## src/sv/dlrz_pkg.sv

```systemverilog
// Shared types and constants for the DDA line rasteriser with depth store
`default_nettype none
package dlrz_pkg;

    localparam int unsigned SCREEN_W_DEF = 320;
    localparam int unsigned SCREEN_H_DEF = 240;

    localparam logic [31:0] CYAN_COLOR = 32'hFF00FFFF;
    localparam logic [23:0] DEPTH_MAX  = 24'hFFFFFF;

    // divider: |d| * 2^16 + steps/2 over steps
    localparam int DIV_NW = 41;
    localparam int DIV_DW = 21;

    localparam logic OP_START   = 1'b0;
    localparam logic OP_ADVANCE = 1'b1;

    typedef struct packed {
        logic               opcode;
        logic signed [19:0] start_x;
        logic signed [19:0] start_y;
        logic        [23:0] start_z;
        logic signed [19:0] end_x;
        logic signed [19:0] end_y;
        logic        [23:0] end_z;
        logic        [7:0]  red;
        logic        [7:0]  green;
        logic        [7:0]  blue;
        logic               depth_enable;
    } t_in_item;

    typedef struct packed {
        logic        pixel_valid;
        logic [8:0]  pixel_x;
        logic [7:0]  pixel_y;
        logic [31:0] pixel_color;
        logic        line_done;
    } t_out_item;

    typedef struct packed {
        logic       capture;
        logic       load;
        logic       div_go;
        logic       div_store;
        logic [1:0] div_sel;
        logic       adv0;
        logic       adv1;
        logic       adv2;
        logic       emit_zero;
        logic       clr;
    } t_cmd;

    typedef struct packed {
        logic in_start;
        logic line_idle;
        logic div_done;
        logic out_free;
        logic clr_last;
    } t_status;

endpackage
`default_nettype wire

```

## src/sv/dlrz_ctrl.sv

```systemverilog
// Sequencer for clearing pass, line set-up and pixel steps
`default_nettype none
module dlrz_ctrl (
    input  wire logic              i_clk,
    input  wire logic              i_rst_n,
    input  wire logic              i_in_valid,
    output logic                   o_in_stall,
    input  wire dlrz_pkg::t_status i_status,
    output dlrz_pkg::t_cmd         o_cmd
);
    import dlrz_pkg::*;

    localparam logic [3:0] S_CLR   = 4'd0;
    localparam logic [3:0] S_IDLE  = 4'd1;
    localparam logic [3:0] S_LOAD  = 4'd2;
    localparam logic [3:0] S_DIVGO = 4'd3;
    localparam logic [3:0] S_DIVWT = 4'd4;
    localparam logic [3:0] S_FIN   = 4'd5;
    localparam logic [3:0] S_ADV0  = 4'd6;
    localparam logic [3:0] S_ADV1  = 4'd7;
    localparam logic [3:0] S_ADV2  = 4'd8;
    localparam logic [3:0] S_NOP   = 4'd9;

    logic [3:0] r_state, n_state;
    logic [1:0] r_sel, n_sel;

    always_comb begin
        n_state = r_state;
        n_sel   = r_sel;
        o_cmd   = '0;
        o_cmd.div_sel = r_sel;
        case (r_state)
            S_CLR: begin
                o_cmd.clr = 1'b1;
                if (i_status.clr_last)
                    n_state = S_IDLE;
            end
            S_IDLE: begin
                if (i_in_valid) begin
                    o_cmd.capture = 1'b1;
                    if (i_status.in_start)
                        n_state = S_LOAD;
                    else if (i_status.line_idle)
                        n_state = S_NOP;
                    else
                        n_state = S_ADV0;
                end
            end
            S_LOAD: begin
                o_cmd.load = 1'b1;
                n_sel      = 2'd0;
                n_state    = S_DIVGO;
            end
            S_DIVGO: begin
                o_cmd.div_go = 1'b1;
                n_state      = S_DIVWT;
            end
            S_DIVWT: begin
                if (i_status.div_done) begin
                    o_cmd.div_store = 1'b1;
                    if (r_sel == 2'd2) begin
                        n_sel   = 2'd0;
                        n_state = S_FIN;
                    end else begin
                        n_sel   = r_sel + 2'd1;
                        n_state = S_DIVGO;
                    end
                end
            end
            S_FIN, S_NOP: begin
                if (i_status.out_free) begin
                    o_cmd.emit_zero = 1'b1;
                    n_state         = S_IDLE;
                end
            end
            S_ADV0: begin
                o_cmd.adv0 = 1'b1;
                n_state    = S_ADV1;
            end
            S_ADV1: begin
                o_cmd.adv1 = 1'b1;
                n_state    = S_ADV2;
            end
            S_ADV2: begin
                if (i_status.out_free) begin
                    o_cmd.adv2 = 1'b1;
                    n_state    = S_IDLE;
                end
            end
            default: n_state = S_IDLE;
        endcase
    end

    always_ff @(posedge i_clk) begin
        if (!i_rst_n) begin
            r_state <= S_CLR;
            r_sel   <= '0;
        end else begin
            r_state <= n_state;
            r_sel   <= n_sel;
        end
    end

    assign o_in_stall = (r_state != S_IDLE);

`ifndef SYNTHESIS
    a_clr_stall: assert property (@(posedge i_clk) disable iff (!i_rst_n)
        r_state == S_CLR |-> o_in_stall)
        else $error("input taken during clearing pass");
    a_emit_free: assert property (@(posedge i_clk) disable iff (!i_rst_n)
        (o_cmd.adv2 || o_cmd.emit_zero) |-> i_status.out_free)
        else $error("result loaded into occupied output register");
    a_adv_seq: assert property (@(posedge i_clk) disable iff (!i_rst_n)
        r_state == S_ADV1 |=> r_state == S_ADV2)
        else $error("pixel step sequence broken");
    a_sel_range: assert property (@(posedge i_clk) disable iff (!i_rst_n)
        o_cmd.div_go |-> r_sel != 2'd3)
        else $error("divide select out of range");
`endif
endmodule
`default_nettype wire

```

## config.mk

```make
export PLATFORM = sky130hd
export DESIGN_NAME = dlrz_ctrl
export DESIGN_NICKNAME = d
export VERILOG_FILES = /design/src/sv/dlrz_pkg.sv /design/src/sv/dlrz_ctrl.sv
export SDC_FILE = /design/constraint.sdc
export NUM_CORES = 1
export LEC_CHECK = 0
export BUFFER_PORTS_ARGS = -buffer_cell sky130_fd_sc_hd__buf_2
export CAP_MARGIN = 10
export CORE_AREA = 2 2 39 41
export DETAILED_ROUTE_END_ITERATION = 8
export DIE_AREA = 0 0 41 43
export PLACE_DENSITY_LB_ADDON = 0.08
export RECOVER_POWER = 50
export SYNTH_ARGS = -nofsm -noshare
export SYNTH_HDL_FRONTEND = slang
export SYNTH_SLANG_ARGS = --single-unit
export TNS_END_PERCENT = 10
```

## constraint.sdc

```tcl
create_clock -name i_clk -period 3.13 [get_ports i_clk]
set_input_delay 0.313 -clock i_clk [delete_from_list [all_inputs] [get_ports i_clk]]
set_output_delay 0.313 -clock i_clk [all_outputs]
set_load 0.01 [all_outputs]
```

==> impl_metrics.yaml, run 1 <==
placed_design:
  gp_congestion: 0.733
  io_buffers: 19
  hpwl_um: 932
route:
  ant_nets: 0
  dr.first_iter.drc_count: 7
  post_drt_wl_per_cell_um: 11.7
  finalWirelength_um: 1220
  vias: 554
  drc: 0
  vias_per_cell: 5.33
  drtPass1Iterations: 3
cts:
  cts_max_path_buffers: 2
  htree_num_levels: 1
  tritoncts: "done"
  cts_setup_buffers: 0
  cts_buffers: 3
  clkLatencyLatePin_ps: 240
  post_cts_resize_count: 0
  clk_pin_slew_ps: 40
  cts_root_buf: "clkbuf_4"
  cts-hold-fix-buffers: 0
  cts.sink_count: 6
power_and_ir_drop:
  ir_drop_mv: 0.234
  power_density_nw_per_um2: 456
  p_leak_nw: 0.279
  total_power_mw: 0.283
sta:
  worst_slew_pin_slew_ps: 549
  fin_crit_ps: 1850
  fmax_ghz: 0.540
  slew_violations: 0
  maxSlewHeadroom_pct: 63.3
  hold_viol: 0
  rsz0062_at_grt: "no"
  post-route-period-util_pct: 59.2
  setup_tns_ps: 0
  setup_viol: 0
  clock_skew_ps: 1.08
grt:
  grt_use_met1_pct: 24.2
  grt_pass1_wl_um: 2050
  grt_pass1_vias: 468
  grt_use_met2_pct: 22.8
  antenna_found_initial: 0
  grt.met3_usage_pct: 3.14
  grt_max_degree: 19
  grt_usage_pct: 17.0
  overflow: 0
  top_usage_layer: "met1"
synthesis:
  synth_cells: 71
  synth-seq-area-share_pct: 23.2
  ys_warn_count: 0
  synth_fp_nets: 79
  synth_cell_types: 36
  syn_area_um2: 518
  avgSynthCellArea_um2: 7.30
  ys_ff_latch: 6
worst_setup_path:
  cpMaxStageDelayCell: "dfxtp_1"
  cp_top_family: "flip-flops"
  crit_fanout: 18
  crit_required_ps: 2820
  cp_data_arrival_time_ps: 1540
  path_buf_inv: 1
  critPathLaunchType: "register"
  cp-end-kind: "primary output"
  cp_cell_sequence: "and2b_1 > and3_1 > buf_2"
  cp_slowest_stage_delay_ps: 660
  worst-setup-path-type: "reg -> out"
  worst-r2r-setup-slack_ps: 1400
  worstRegToRegCells: 4
  rr_startpoint: "r_state[2]"
  worstReg2RegEnd: "r_sel[1]"
die:
  design.die.area_um2: 1760
  core_area_um2: 1380
  dieWidth_um: 41
  ios: 20
  die_h_um: 43
  rows: 14
  start_util_pct: 37.4
finish:
  drive_gt1_share_pct: 21.6
  n_antenna_cell: 0
  finish.utilization_pct: 44.9
  fin_nets: 98
  area_growth_pct: 20.0
status:
  outcome: "finished, final reports clean"
flow_run:
  max-cap-violations: 0
worst_hold_path:
  min_from: "i_rst_n"
  min_to: "r_state[3]"
  holdCritPathClass: "in -> reg"
  holdPathStages: 2
## report_power, final
group          internal, mW  switching, mW  leakage [nW]
Combinational        0.0507         0.0554         0.217
Clock                0.0432         0.0252        0.0138
Sequential           0.0838         0.0251        0.0488
Total                 0.178          0.106         0.279
## cell usage after synthesis, drive strengths merged
cell,count,share of area [%]
a211o,1,1.7
a211oi,1,1.4
a21boi,2,2.9
a21o,2,2.9
a22oi,1,1.4
a31oi,2,2.4
a32o,1,1.9
and2,1,1.2
and2b,2,3.1
and3,4,4.8
and3b,1,1.7
buf,5,5.1
dfxtp,6,23
inv,2,1.4
nand2,8,5.8
nand2b,4,4.8
nand3,1,0.97
nand3b,1,1.4
nor2,6,5.3
nor2b,3,3.6
nor3,4,3.9
nor3b,1,1.4
nor4,2,2.4
nor4bb,1,1.9
o21ai,3,2.9
o221a,1,2.2
o22ai,1,1.2
o31a,1,1.7
or4,1,1.4
or4b,1,1.9
xor2,1,1.7
## registers in the layout (all words and copies together), names as in the netlist
| signal | flops |
|---|---|
| r_state | 4 |
| r_sel | 2 |
## worst max-delay path by stage
stage	slack, ps	endpoint	cells after the start	start
floorplan	1770	o_cmd[8]	3	r_state[1]
global placement	1480	r_sel[1]	4	r_state[2]
detailed placement	1420	r_sel[1]	4	r_state[2]
CTS	1270	o_cmd[10]	3	r_state[2]
global route	1140	o_cmd[8]	3	r_state[2]
finish	1280	o_cmd[10]	3	r_state[2]
## cell families (layout without fill, tap and decap cells)
kind of cell           Yosys count  count (layout)  share of synthesized area (%)
AO/OA/AOI/OAI                   16              16                           22.7
flip-flops                       6               6                           23.2
buffers and inverters            7              24                           6.52
XOR/XNOR                         1               1                           1.69
AND/OR/NAND/NOR                 41              41                           45.9
## stage by stage
step	std cells	cell area, µm²	setup slack (ps)	hold slack, ps
2_1_floorplan	71	518	1770	435
3_3_place_gp	101	607	1480	482
3_5_place_dp	101	607	1420	482
4_1_cts	104	629	1270	362
5_1_grt	104	622	1140	363
6_report	104	622	1280	368
## cell usage in the layout, fill, tap and decap left out, types with 2 or more instances in the layout
cell,n
buf_2,13
nand2_1,8
clkbuf_1,6
dfxtp_1,6
nand2b_1,4
nor3_1,4
nor2_1,4
and3_1,4
nor2b_1,3
clkbuf_4,3
nor2_2,2
inv_1,2
nor4_1,2
a21o_1,2
a31oi_1,2
o21ai_0,2
a21boi_1,2
## per-layer routing
metal / routed length [µm] / up-vias
met5: 0 / -
li1: - / 293
met1: 591 / 252
met4: 0 / 0
met3: 38 / 0
met2: 590 / 9
## cell type report
| class | count | area (µm²) |
|---|---|---|
| Inverter | 2 | 7.51 |
| Clock buffer | 3 | 22.5 |
| Timing Repair Buffer | 19 | 87.6 |
| Tap cell | 16 | 20.0 |
| Sequential cell | 6 | 120 |
| Fill cell | 156 | 762 |
| Multi-Input combinational cell | 58 | 364 |
(Power assumes the default switching activity.)
==> run 2, diff against run 1 <==
--- a/config.mk
+++ b/config.mk
@@ -5,6 +5,7 @@
 export SDC_FILE = /design/constraint.sdc
 export NUM_CORES = 1
 export LEC_CHECK = 0
+export ABC_AREA = 1
 export BUFFER_PORTS_ARGS = -buffer_cell sky130_fd_sc_hd__buf_2
 export CAP_MARGIN = 10
 export CORE_AREA = 2 2 39 41
==> constraint.sdc (replaced) <==
create_clock -name i_clk -period 1.67 [get_ports i_clk]
set_input_delay 0.167 -clock i_clk [delete_from_list [all_inputs] [get_ports i_clk]]
set_output_delay 0.167 -clock i_clk [all_outputs]
set_load 0.01 [all_outputs]
==> run 2 against run 1 <==
Power increased to 4.3 times the previous value. Clock power grew 83%. Final cell count up 25%. Combinational power grew to 7.6 times the previous value. Die area unchanged. Non-clock buffer count unchanged. Highest routed layer is now met4. Setup slack worse by 1100 ps.
==> impl_metrics.yaml, run 2 <==
synthesis:
  synth_flop_cell: "dfxtp_1"
  synth_fp_nets: 100
  syn_area_um2: 524
  yosys-top-cells-area: "dfxtp_1, nor2_1, inv_1"
  yosysTopAreaCell: "dfxtp_1"
  avgSynthCellArea_um2: 5.70
  synth-seq-area-share_pct: 22.9
  netlist.area_leader.share_pct: 22.9
  synth_cell_types: 18
  ys_warn_count: 0
  synth_cells: 92
  synth_top_cells_by_count: "nor2_1, inv_1, nand2_1"
  synth.most_common_cell: "nor2_1"
  async_flop_share_pct: 0
  synth_edf_count: 0
  ys_ff_latch: 6
worst_setup_path:
  worst-setup-path-type: "reg -> out"
  worstRegToRegCells: 6
  crit_fanout: 4
  cp-end-kind: "primary output"
  cp_slowest_stage_delay_ps: 370
  cpMaxStageDelayCell: "dfxtp_1"
  critPathLaunchType: "register"
  worst-r2r-setup-slack_ps: 220
  cp_data_arrival_time_ps: 1290
  cp_cell_sequence: "inv_1 > nor2_1 > nand3_1 > inv_1 > buf_2"
  crit_required_ps: 1500
  cpMostUsedCell: "inv_1"
route:
  drc: 0
  vias_per_cell: 4.67
  vias: 607
  drtPass1Iterations: 4
  finalWirelength_um: 1250
  dr.first_iter.drc_count: 9
  post_drt_wl_per_cell_um: 9.58
  ant_nets: 0
power_and_ir_drop:
  p_clk_share_pct: 10.1
  p_leak_nw: 0.373
  pwr-share-comb_pct: 65.7
  power_density_nw_per_um2: 1900
  total_power_mw: 1.23
  netSwitchingPower_mw: 0.653
  p_int_mw: 0.580
  sw_frac_of_total_pct: 53.0
  ir_drop_mv: 0.770
  seqPwrFrac_pct: 24.2
finish:
  area_growth_pct: 23.9
  nFillCells: 174
  largest_reg_flops: 4
  n_antenna_cell: 0
  mostFrequentLayoutCells: "nor2_1, inv_1, nand2_1, buf_2, nand3_1"
  drive_gt1_share_pct: 24.6
  postLayoutCellArea_um2: 649
  multi_input_area_um2: 328
  finalNonFillerCells: 130
  finish.utilization_pct: 46.9
  reg_top3: "r_state: 4 flops, r_sel: 2 flops"
  seqCellArea_um2: 120
  layout_commonest_cell: "nor2_1"
  top_register: "r_state"
  fin_nets: 124
placed_design:
  place_ws_ps: 437
  hpwl_um: 1050
  place_area_um2: 639
  gp_congestion: 0.729
  io_buffers: 19
  place_inst: 127
die:
  dieWidth_um: 41
  rows: 14
  core_area_um2: 1380
  die_h_um: 43
  ios: 20
  design.die.area_um2: 1760
  start_util_pct: 37.9
grt:
  antenna_found_initial: 0
  grt.met3_usage_pct: 1.57
  grt_usage_pct: 16.3
  grt_use_met2_pct: 25.0
  overflow: 0
  top_usage_layer: "met2"
  grt_use_met1_pct: 20.8
  grt_pass1_vias: 522
  grt_max_degree: 8
  grt_pass1_wl_um: 1970
cts:
  cts.sink_count: 6
  cts_root_buf: "clkbuf_4"
  cts_setup_buffers: 0
  htree_num_levels: 1
  cts-hold-fix-buffers: 0
  clkLatencyLatePin_ps: 240
  cts_max_path_buffers: 2
  cts_buffers: 3
  clk_pin_slew_ps: 40
  post_cts_resize_count: 0
  tritoncts: "done"
worst_hold_path:
  holdPathStages: 3
  holdCritPathClass: "in -> reg"
flow_run:
  max-cap-violations: 0
sta:
  maxSlewHeadroom_pct: 76.8
  fmax_ghz: 0.685
  slew_violations: 0
  fin_crit_ps: 1460
  setup_viol: 0
  setup_tns_ps: 0
  clock_skew_ps: 1.89
  post-route-period-util_pct: 87.5
  rsz0062_at_grt: "no"
  timing.final.ws_setup_ps: 210
  hold_viol: 0
  worst_slew_pin_slew_ps: 344
  whs_ps: 198
status:
  outcome: "finished, final reports clean"
-- run 2: cell types whose count changed in the layout (fill, tap and decap cells not counted), sizes merged, moves of 3 or more --
cell | before | now
and3 | 4 | 1
nand2 | 8 | 19
inv | 2 | 18
o21ai | 3 | 6
nor2b | 3 | 0
nor2 | 6 | 23
clkbuf | 9 | 6
buf | 13 | 16
nand2b | 4 | 0
nor3 | 4 | 1
nand3 | 1 | 11
-- run 2: cells by family after synthesis --
kind of cell | after synthesis | synth area share, %
buffers and inverters | 18 | 12.9
AOI/OAI and AO/OA | 10 | 11.2
and+or+nand+nor | 58 | 53.0
DFF | 6 | 22.9
-- run 2: final timing paths --
kind,startpoint,to
max,r_state[2],o_cmd[3]
min,i_rst_n,r_state[1]
max reg2reg,r_state[2],r_sel[0]
min reg2reg,r_sel[0],r_sel[1]
-- run 2: worst max-delay path: cells and delay by family (launching register included) --
kind                   cells  cell delay, ps
buffers and inverters      3             290
flip-flops                 1             370
AND/OR/NAND/NOR            2             400
-- run 2: area by class of cell --
| cell class | instances | area share, % |
|---|---|---|
| repair buffers | 19 | 14.1 |
| inverters | 18 | 10.4 |
| well taps | 16 | 3.08 |
| clock buffers | 3 | 3.47 |
| flip-flops and latches | 6 | 18.5 |
| multi-input cells | 68 | 50.5 |
-- run 2: power groups by stage --
stage               Clock, mW  Sequential [mW]  Combinational (mW)
floorplan                   0            0.287               0.629
global placement            0            0.298               0.842
detailed placement          0            0.300               0.831
CTS                     0.135            0.297               0.835
global route            0.141            0.309               0.927
finish                  0.125            0.298               0.810
-- run 2: layer usage --
layer	wire [µm]	part of all wire, %
met3	54	4.3
met2	596	48
met4	11	0.88
met5	0	0
met1	583	47
